<file path="src/sdpg_pkg.sv">
// Shared types and codes for the step/direction pulse generator.
package sdpg_pkg;

   localparam int unsigned WordWidth   = 32;
   localparam int unsigned CsrIdxWidth = 3;

   typedef enum logic [1:0] {
      CMD_TICK    = 2'd0,
      CMD_START   = 2'd1,
      CMD_STOP    = 2'd2,
      CMD_REVERSE = 2'd3
   } cmd_type;

   typedef enum logic [1:0] {
      MODE_FREE     = 2'd0,
      MODE_POSITION = 2'd1,
      MODE_COUNT    = 2'd2,
      MODE_ZERO     = 2'd3
   } mode_type;

   typedef enum logic [2:0] {
      ST_STOPPED    = 3'd0,
      ST_RUNNING    = 3'd1,
      ST_AT_TARGET  = 3'd2,
      ST_COUNT_DONE = 3'd3,
      ST_ZERO_FOUND = 3'd4
   } status_type;

   typedef enum logic [CsrIdxWidth-1:0] {
      REG_MOVE_MODE     = 3'd0,
      REG_TARGET_POS    = 3'd1,
      REG_STEP_COUNT    = 3'd2,
      REG_STEP_PERIOD   = 3'd3,
      REG_PULSE_WIDTH   = 3'd4,
      REG_MOTION_ENABLE = 3'd5,
      REG_INVERT_SENSOR = 3'd6,
      REG_SENSOR_ALWAYS = 3'd7
   } csr_idx_type;

   // Configuration as seen by the step engine
   typedef struct packed {
      mode_type                     move_mode;
      logic signed [WordWidth-1:0]  target_position;
      logic [WordWidth-1:0]         step_count;
      logic [WordWidth-1:0]         step_period;
      logic [WordWidth-1:0]         pulse_width;
      logic                         motion_enable;
      logic                         invert_sensor;
      logic                         sensor_always_watched;
   } cfg_type;

   // Visible result of one command
   typedef struct packed {
      logic                         pulse_level;
      logic                         direction;
      logic signed [WordWidth-1:0]  position;
      status_type                   status;
   } view_type;

endpackage

</file>
<file path="src/sdpg_core.sv">
// Step engine: motion state registers and the per-command update logic.
module sdpg_core (
   input  logic             clock,
   input  logic             reset,
   input  sdpg_pkg::cfg_type cfg,
   input  logic             beat_en,
   input  logic [1:0]       cmd,
   input  logic             sensor_level,
   output sdpg_pkg::view_type view_in
);
   import sdpg_pkg::*;

   logic                        pulse_active_ff, pulse_active_in;
   logic [WordWidth-1:0]        pulse_ticks_ff, pulse_ticks_in;
   logic [WordWidth-1:0]        period_ticks_ff, period_ticks_in;
   logic signed [WordWidth-1:0] position_ff, position_in;
   logic [WordWidth-1:0]        remaining_ff, remaining_in;
   logic                        running_ff, running_in;
   logic                        dir_up_ff, dir_up_in;
   logic                        sensor_prev_ff, sensor_prev_in;
   status_type                  status_ff, status_in;
   cmd_type                     cmd_c;
   logic                        level;

   assign cmd_c = cmd_type'(cmd);
   assign level = sensor_level ^ cfg.invert_sensor;

   // Next state for the command in this beat
   always_comb begin
      pulse_active_in = pulse_active_ff;
      pulse_ticks_in  = pulse_ticks_ff;
      period_ticks_in = period_ticks_ff;
      position_in     = position_ff;
      remaining_in    = remaining_ff;
      running_in      = running_ff;
      dir_up_in       = dir_up_ff;
      sensor_prev_in  = sensor_prev_ff;
      status_in       = status_ff;
      case (cmd_c)
         CMD_TICK: begin
            // pulse width timing
            if (pulse_active_ff) begin
               if (pulse_ticks_ff < cfg.pulse_width) begin
                  pulse_ticks_in = pulse_ticks_ff + 1'b1;
               end else begin
                  pulse_ticks_in  = '0;
                  pulse_active_in = 1'b0;
               end
            end
            if (running_ff && cfg.motion_enable) begin
               if (period_ticks_ff < cfg.step_period) begin
                  period_ticks_in = period_ticks_ff + 1'b1;
               end else begin
                  // emit a step
                  pulse_ticks_in  = '0;
                  period_ticks_in = '0;
                  pulse_active_in = 1'b1;
                  position_in     = dir_up_ff ? position_ff + WordWidth'(1)
                                              : position_ff - WordWidth'(1);
                  if (cfg.move_mode == MODE_POSITION && position_in == cfg.target_position) begin
                     running_in = 1'b0;
                     status_in  = ST_AT_TARGET;
                  end
                  if (cfg.move_mode == MODE_COUNT) begin
                     if (remaining_ff == '0) begin
                        running_in = 1'b0;
                        status_in  = ST_COUNT_DONE;
                     end else begin
                        remaining_in = remaining_ff - 1'b1;
                     end
                  end
                  // zero sensor edge
                  if (cfg.move_mode == MODE_ZERO || cfg.sensor_always_watched) begin
                     sensor_prev_in = level;
                     if (level && !sensor_prev_ff) begin
                        position_in = '0;
                        if (cfg.move_mode == MODE_ZERO) begin
                           running_in = 1'b0;
                           status_in  = ST_ZERO_FOUND;
                        end
                     end
                  end
               end
            end
         end
         CMD_START: begin
            running_in      = 1'b1;
            remaining_in    = cfg.step_count;
            period_ticks_in = '0;
            status_in       = ST_RUNNING;
         end
         CMD_STOP: begin
            running_in = 1'b0;
            status_in  = ST_STOPPED;
         end
         CMD_REVERSE: begin
            dir_up_in = !dir_up_ff;
         end
         default: begin
            dir_up_in = dir_up_ff;
         end
      endcase
   end

   assign view_in.pulse_level = pulse_active_in;
   assign view_in.direction   = dir_up_in;
   assign view_in.position    = position_in;
   assign view_in.status      = status_in;

   // State update on each accepted beat
   always_ff @(posedge clock) begin
      if (reset) begin
         pulse_active_ff <= 1'b0;
         pulse_ticks_ff  <= '0;
         period_ticks_ff <= '0;
         position_ff     <= '0;
         remaining_ff    <= '0;
         running_ff      <= 1'b0;
         dir_up_ff       <= 1'b0;
         sensor_prev_ff  <= 1'b0;
         status_ff       <= ST_STOPPED;
      end else if (beat_en) begin
         pulse_active_ff <= pulse_active_in;
         pulse_ticks_ff  <= pulse_ticks_in;
         period_ticks_ff <= period_ticks_in;
         position_ff     <= position_in;
         remaining_ff    <= remaining_in;
         running_ff      <= running_in;
         dir_up_ff       <= dir_up_in;
         sensor_prev_ff  <= sensor_prev_in;
         status_ff       <= status_in;
      end
   end

   // Running flag and running status always agree
   a_run_status: assert property (@(posedge clock) disable iff (reset)
      running_ff == (status_ff == ST_RUNNING))
      else $error("running flag and status disagree");

   // Reverse only flips direction and leaves position alone
   a_reverse: assert property (@(posedge clock) disable iff (reset)
      beat_en && cmd_c == CMD_REVERSE |=>
         dir_up_ff != $past(dir_up_ff) && $stable(position_ff))
      else $error("reverse did not toggle direction cleanly");

   // State holds between beats
   a_hold: assert property (@(posedge clock) disable iff (reset)
      !beat_en |=> $stable(position_ff) && $stable(running_ff) && $stable(pulse_ticks_ff))
      else $error("state changed without a beat");

   // A new pulse starts only on a tick
   a_pulse_rise: assert property (@(posedge clock) disable iff (reset)
      beat_en && !pulse_active_ff && pulse_active_in |-> cmd_c == CMD_TICK)
      else $error("pulse started outside a tick");

endmodule

</file>
<file path="src/step_dir_pulse_generator_unit.sv">
// Top level: step/direction pulse generator with command and result channels.
//
// Usage:
//  - req_ channel: one command per beat (tick, start, stop, reverse) plus the
//    raw zero sensor level; the sensor is only looked at on a tick that steps.
//  - rsp_ channel: one result per command: pulse level, direction, position
//    and move status as they stand after that command.
//  - csr_ port: write-only registers, one write per cycle when csr_write_en
//    is high; write only while no command is in flight.
// The result of a command is offered in the cycle after its request beat
// is accepted. Throughput: one command per cycle while rsp_ready keeps up;
// the state update of each command is a single pass of compares and +/-1
// counters between the motion state registers and the result register.
// Reset: synchronous; clears the configuration registers, motion state and the result valid.
// Stall: while rsp_valid is high and rsp_ready is low, req_ready is low; a
// new request is taken in the same cycle a waiting result is taken.
module step_dir_pulse_generator_unit (
   input  logic                                clock,
   input  logic                                reset,
   input  logic                                req_valid,
   output logic                                req_ready,
   input  logic [1:0]                          req_cmd,
   input  logic                                req_sensor_level,
   output logic                                rsp_valid,
   input  logic                                rsp_ready,
   output logic                                rsp_pulse_level,
   output logic                                rsp_direction,
   output logic signed [sdpg_pkg::WordWidth-1:0] rsp_position,
   output logic [2:0]                          rsp_status,
   input  logic                                csr_write_en,
   input  logic [sdpg_pkg::CsrIdxWidth-1:0]    csr_index,
   input  logic [sdpg_pkg::WordWidth-1:0]      csr_wdata
);
   import sdpg_pkg::*;

   cfg_type  cfg_ff;
   view_type view_in;
   view_type view_ff;
   logic     rsp_valid_ff;
   logic     beat_en;

   assign req_ready = !rsp_valid_ff || rsp_ready;
   assign beat_en   = req_valid && req_ready;

   // Configuration registers
   always_ff @(posedge clock) begin
      if (reset) begin
         cfg_ff <= '0;
      end else if (csr_write_en) begin
         case (csr_idx_type'(csr_index))
            REG_MOVE_MODE:     cfg_ff.move_mode <= mode_type'(csr_wdata[1:0]);
            REG_TARGET_POS:    cfg_ff.target_position <= csr_wdata;
            REG_STEP_COUNT:    cfg_ff.step_count <= csr_wdata;
            REG_STEP_PERIOD:   cfg_ff.step_period <= csr_wdata;
            REG_PULSE_WIDTH:   cfg_ff.pulse_width <= csr_wdata;
            REG_MOTION_ENABLE: cfg_ff.motion_enable <= csr_wdata[0];
            REG_INVERT_SENSOR: cfg_ff.invert_sensor <= csr_wdata[0];
            REG_SENSOR_ALWAYS: cfg_ff.sensor_always_watched <= csr_wdata[0];
            default: cfg_ff <= cfg_ff;
         endcase
      end
   end

   sdpg_core u_core (
      .clock        (clock),
      .reset        (reset),
      .cfg          (cfg_ff),
      .beat_en      (beat_en),
      .cmd          (req_cmd),
      .sensor_level (req_sensor_level),
      .view_in      (view_in)
   );

   // Result register
   always_ff @(posedge clock) begin
      if (reset) begin
         rsp_valid_ff <= 1'b0;
      end else if (beat_en) begin
         rsp_valid_ff <= 1'b1;
      end else if (rsp_ready) begin
         rsp_valid_ff <= 1'b0;
      end
   end

   always_ff @(posedge clock) begin
      if (beat_en) begin
         view_ff <= view_in;
      end
   end

   assign rsp_valid       = rsp_valid_ff;
   assign rsp_pulse_level = view_ff.pulse_level;
   assign rsp_direction   = view_ff.direction;
   assign rsp_position    = view_ff.position;
   assign rsp_status      = view_ff.status;

endmodule
</file>
<file path="config.mk">
export PLATFORM = sky130hd
export DESIGN_NAME = step_dir_pulse_generator_unit
export DESIGN_NICKNAME = d
export VERILOG_FILES = /design/src/sdpg_pkg.sv /design/src/sdpg_core.sv /design/src/step_dir_pulse_generator_unit.sv
export SDC_FILE = /design/constraint.sdc
export NUM_CORES = 1
export LEC_CHECK = 0
export CAP_MARGIN = 20
export CORE_AREA = 3 3 168 170
export CTS_BUF_LIST = sky130_fd_sc_hd__clkbuf_8
export DETAILED_ROUTE_END_ITERATION = 12
export DIE_AREA = 0 0 171 173
export DONT_BUFFER_PORTS = 1
export PLACE_DENSITY = 0.8
export REMOVE_ABC_BUFFERS = 1
export SYNTH_ARGS = -nofsm -noshare
export SYNTH_HDL_FRONTEND = slang
export SYNTH_SLANG_ARGS = --single-unit
</file>
<file path="constraint.sdc">
create_clock -name clock -period 5.71 [get_ports clock]
set_clock_uncertainty 0.2 [all_clocks]
set_input_delay 1.142 -clock clock [delete_from_list [all_inputs] [get_ports clock]]
set_output_delay 1.142 -clock clock [all_outputs]
set_load 0.02 [all_outputs]
</file>
Yosys cells after proc, flatten, opt, wreduce, memory -nomap -nowiden:

Cells that the tools add are included.

* word-level logic and storage cells: 121
* input bits: 43
* output and inout bits: 39
* flip-flop bits (word level): 306

* add/sub/neg operators: 5
* $lt $le $gt $ge: 2
* equal/unequal tests: 18
* bitwise operators: 2
* mux-type cells: 44
* reduce and logical (&&, ||, !) cells: 28

Operator list (number)
* 2-to-1 mux 32 bit: 16
* case mux 32 bit (2 select lines): 2
* adder 32 x 1 -> 32 bit (second input constant): 2
* < comparator 32 bit: 2
* adder 32 x 2 -> 32 bit (second input constant): 1
* == test 32 bit: 1
* logical NOT 32 bit: 1
* subtractor 32 x 1 -> 32 bit (second input constant): 1
* subtractor 32 x 2 -> 32 bit (second input constant): 1
* 2-to-1 mux 3 bit: 8
* AND reduction 2 bit: 9
* 2-to-1 mux 1 bit: 16
* == test 3 bit (second input constant): 4
* case mux 3 bit (3 select lines): 1
* == test 2 bit (second input constant): 4
* == test 3 x 2 -> 1 bit (second input constant): 2
* AND reduction 6 bit: 1
* AND reduction 5 bit: 1
* == test 2 x 1 -> 1 bit (second input constant): 2
* logical AND 1 bit: 4
* != test 2 x 1 -> 1 bit (second input constant): 2
* != test 2 bit (second input constant): 2
* AND reduction 4 bit: 1
* nonzero test 2 bit: 2
* 10 further kinds: 13

Logic depth before layout (Yosys ltp):

* depth after elaboration: 13
* mapped depth: 16
* mapped depth without buffers: 13

By module:

A second synthesis with hierarchy kept.

* cell total of the unflattened synthesis: 2086
* area total of the unflattened synthesis: 18178.7 um^2

By module, submodules not included
* sdpg_core: sequential area each 2702.6 um^2, area each 11651.2 um^2, cells an instance 1565, instances 1
* step_dir_pulse_generator_unit: sequential area each 3793.6 um^2, area each 6527.5 um^2, cells an instance 521, instances 1

Worst setup path before layout:

No wires, ideal clock.

* path type: flip-flop to flip-flop
* start point: reg u_core.dir_up_ff
* end point: reg view_ff (netlist bit rsp_status[2]), data pin
* path slack: 1451 ps
* data arrival time: 3800 ps
* stages on the path, launching flop included: 16
* period minus slack after synthesis: 4259 ps
* buffers on the path: 2
* setup time: 259 ps
* required time: 5251 ps
* path through: dfxtp_1 -> clkbuf_1 -> inv_1 -> ha_1 -> buf_2 -> and3_1 -> a221o_2 -> nand3_1 -> a32oi_1 -> nand2_1 -> o31ai_1 -> or4_4 -> nor4_4 -> a31oi_2 -> o211ai_1 -> nand2_1

* longest elaborated chain between the ends: 12

RTL lines
* from (decl): RTL line sdpg_core.sv:19 `logic dir_up_ff, dir_up_in;`
* from (signal assigned): RTL line sdpg_core.sv:129 `dir_up_ff <= dir_up_in;`
* 2-to-1 mux 32 bit *: RTL line sdpg_core.sv:58 `position_in = dir_up_ff ? position_ff + WordWidth'(1)`
* == test 32 bit *: RTL line sdpg_core.sv:60 `if (cfg.move_mode == MODE_POSITION && position_in == cfg.target_position) begin`
* logical AND 1 bit *: RTL line sdpg_core.sv:60
* 2-to-1 mux 3 bit *: RTL line sdpg_core.sv:60
* 2-to-1 mux 3 bit: RTL line sdpg_core.sv:65 `if (remaining_ff == '0) begin`
* 2-to-1 mux 3 bit *: RTL line sdpg_core.sv:64 `if (cfg.move_mode == MODE_COUNT) begin`
* 2-to-1 mux 3 bit: RTL line sdpg_core.sv:77 `if (cfg.move_mode == MODE_ZERO) begin`
* 2-to-1 mux 3 bit: RTL line sdpg_core.sv:75 `if (level && !sensor_prev_ff) begin`
* 2-to-1 mux 3 bit *: RTL line sdpg_core.sv:73 `if (cfg.move_mode == MODE_ZERO || cfg.sensor_always_watched) begin`
* 2-to-1 mux 3 bit *: RTL line sdpg_core.sv:51 `if (period_ticks_ff < cfg.step_period) begin`
* 2-to-1 mux 3 bit *: RTL line sdpg_core.sv:50 `if (running_ff && cfg.motion_enable) begin`
* case mux 3 bit (3 select lines) *: RTL line sdpg_core.sv:39 `case (cmd_c)`
* via u_core.status_in[2]: RTL line sdpg_core.sv:21 `status_type status_ff, status_in;`
* to (signal assigned): RTL line step_dir_pulse_generator_unit.sv:87 `view_ff <= view_in;`
* to (decl): RTL line step_dir_pulse_generator_unit.sv:38 `view_type view_ff;`

Mark *: on every way through the listed nets, which the timed path passes. The rest lies on a longest branch.
A chain may end at the register's enable or synchronous reset.

Final worst setup path:

Ends and elaborated chain as after synthesis.

==> flow_summary.ini <==
[global_route]
grt_max_degree = 205
groute.usage.overall_pct = 34.6
grt_pass1_wl_um = 82400
antenna_found_initial = 1
overflow = 0
grt_pass1_vias = 15200

[yosys]
netlist-cell-type-count = 91
synth_cells = 2226
ys_warn_count = 0
synth_edf_count = 37
ys_async_sr_fraction_pct = 0
ys.flop_type = dfxtp_1
seq_area_frac_synth_pct = 37.2
syn_avg_cell_area_um2 = 7.84
synth_seq_cells = 306
syn_area_mm2 = 0.0174

[sta]
tightest_slew_ns = 1.11
min_period_over_period_pct = 84.7
setup_violations = 0
rsz0062_at_grt = false
period_needed_ns = 4.83
max_freq_mhz = 207
report.final.slew_viol_count = 0
setup_tns_ns = 0
slew_headroom_pct = 26.0
hold_violations = 0

[clock_tree]
ctsHtreeMaxLevel = 2
post_cts_resized = 0
insertion_delay_ns = 0.58
numCtsBuffers = 51
cts_num_sinks = 306
cts_tree = yes
cts_setup_buffers = 0
path_clk_slew_ns = 0.06
root_buffer = clkbuf_8
postCtsHoldBufs = 0
cts_buffer_depth = 3

[power]
peakVddDrop_v = 0.000265
leakage_nw = 7.14
powerDensity_mw_per_mm2 = 282

[setup_path]
crit_type = flop to flop
r2r_cells = 14
crit_arrival_ns = 4.97
worstSetupEndpoint = rsp_status[2]
critical_path.endpoint_type = flop
r2r_slack_ns = 0.88
reg2reg_to = rsp_status[2]
crit_fanout = 33
crit_start = u_core.dir_up_ff
timing.rr.start = u_core.dir_up_ff
cp.required_ns = 5.84
start_kind = flop

[layout]
final_cell_area_mm2 = 0.0187
diodes = 0
final_cell_mix = 456 x nand2_1, 269 x dfxtp_1, 254 x a21oi_1
synthToLayoutAreaGrowth_pct = 7.24
layout_commonest_cell = nand2_1
final_nets = 2315
drive_gt1_share_pct = 6.83
fin_cells = 2553

[placement]
placed_area_mm2 = 0.0176
dp_cells = 2456
gp_congestion = 0.990
port_buffers = 0
dp_hpwl_um = 36400

[route]
via_per_inst = 6.34
antenna_left = 0
drt-total-wl_um = 52200
drtIter0Drc = 1445
vias = 16200
avgRoutedWirePerCell_um = 20.4
drcViolationCount = 0
first_pass_iters = 5

[floorplanning]
dieArea_mm2 = 0.0296
rows = 60
dieWidth_um = 171
io_pins = 82
coreArea_mm2 = 0.0269
die_h_um = 173
start_util_pct = 64.9

[job]
drv_cap = 0

[status]
status = finished clean

[min_path]
hp-class = flop to flop
-- state kept, by name, indices dropped and copies added (netlist names), 3 cells and up --
| signal | cells |
|---|---|
| u_core.period_ticks_ff | 32 |
| rsp_position | 32 |
| u_core.status_ff | 3 |
| rsp_status | 3 |
| cfg_ff | 133 |
| u_core.pulse_ticks_ff | 32 |
| u_core.position_ff | 32 |
| u_core.remaining_ff | 32 |
-- kinds of logic (layout without fill, tap and decap cells) --
kind of cell,count (synthesis),in the layout,synth area share [%]
AND/OR/NAND/NOR,903,903,23.6
AO/OA/AOI/OAI,574,574,20.6
flip-flops,306,306,37.2
buffers and inverters,228,214,5.12
adder cells (fa/ha/maj),100,100,7.22
XOR/XNOR,91,91,4.82
multiplexers,24,24,1.49
-- cells in the mapped netlist, drive strengths merged, types with 14 or more instances --
cell | count | area (um2)
o31ai | 27 | 203
nand2b | 16 | 100
nor3 | 43 | 241
nand4 | 46 | 288
inv | 97 | 364
a211oi | 22 | 183
o21ai | 119 | 599
nor4 | 14 | 103
nor2 | 161 | 607
and3 | 26 | 163
dfxtp | 269 | 5390
edfxtp | 37 | 1110
mux2 | 16 | 180
xor2 | 47 | 427
nand3 | 62 | 310
ha | 99 | 1240
a21o | 33 | 248
nand3b | 14 | 105
clkbuf | 98 | 368
nand2 | 456 | 1710
xnor2 | 42 | 368
buf | 32 | 158
a21oi | 256 | 1290
-- worst max-delay path: stages (launching register included) --
cell and delay, ns:
dfxtp_1 0.47, inv_1 0.13, buf_4 0.28, ha_1 0.56, a21oi_1 0.17, o21ai_0 0.61
o21ai_0 0.21, a21oi_1 0.28, or2_1 0.42, o221ai_1 0.17, nor4_1 0.32, o2111a_1 0.28
a31oi_2 0.17, o211ai_1 0.20, nand2_1 0.07
-- worst min path at each step --
stage               cells past startpoint          to  slack (ns)       start
finish                                  2  cfg_ff[72]        0.25  cfg_ff[72]
global route                            2  cfg_ff[42]        0.26  cfg_ff[42]
CTS                                     2  cfg_ff[42]        0.25  cfg_ff[42]
detailed placement                      2  cfg_ff[66]        0.24  cfg_ff[66]
global placement                        2  cfg_ff[87]        0.24  cfg_ff[87]
floorplan                               2  cfg_ff[72]        0.23  cfg_ff[72]
-- final cells by class --
cell class / instances / area [um2]
multi-input combinational: 1692 / 10100
fill: 2202 / 8170
sequential: 306 / 6500
clock buffer: 63 / 867
tap: 341 / 427
inverter: 98 / 368
timing repair buffer: 23 / 305
clock inverter: 30 / 158
-- layer usage --
layer	track usage [%]	share of wire, %
met1	46.7	42
met2	55.0	45
met3	6.97	8.8
met4	12.3	3.8
met5	0	0.025
-- power breakdown --
| group | switching [W] | internal [W] | total (W) |
|---|---|---|---|
| registers | 0.0000595 | 0.00224 | 0.00230 |
| clock network | 0.000899 | 0.00104 | 0.00194 |
| logic | 0.000675 | 0.000369 | 0.00104 |
| total | 0.00163 | 0.00364 | 0.00528 |
-- stage by stage --
step / util (%) / hold WS, ns / power [W] / setup slack (ns)
floorplan: - / 0.227 / 0.00307 / -0.147
global placement: 65.1 / 0.236 / 0.00335 / 1.09
detailed placement: 65.4 / 0.241 / 0.00336 / 1.02
CTS: 69.3 / 0.251 / 0.00527 / 1.00
global route: 69.6 / 0.262 / 0.00551 / 0.544
finish: 69.6 / 0.250 / 0.00528 / 0.875
Note: power is estimated with default switching activity, not from simulation.
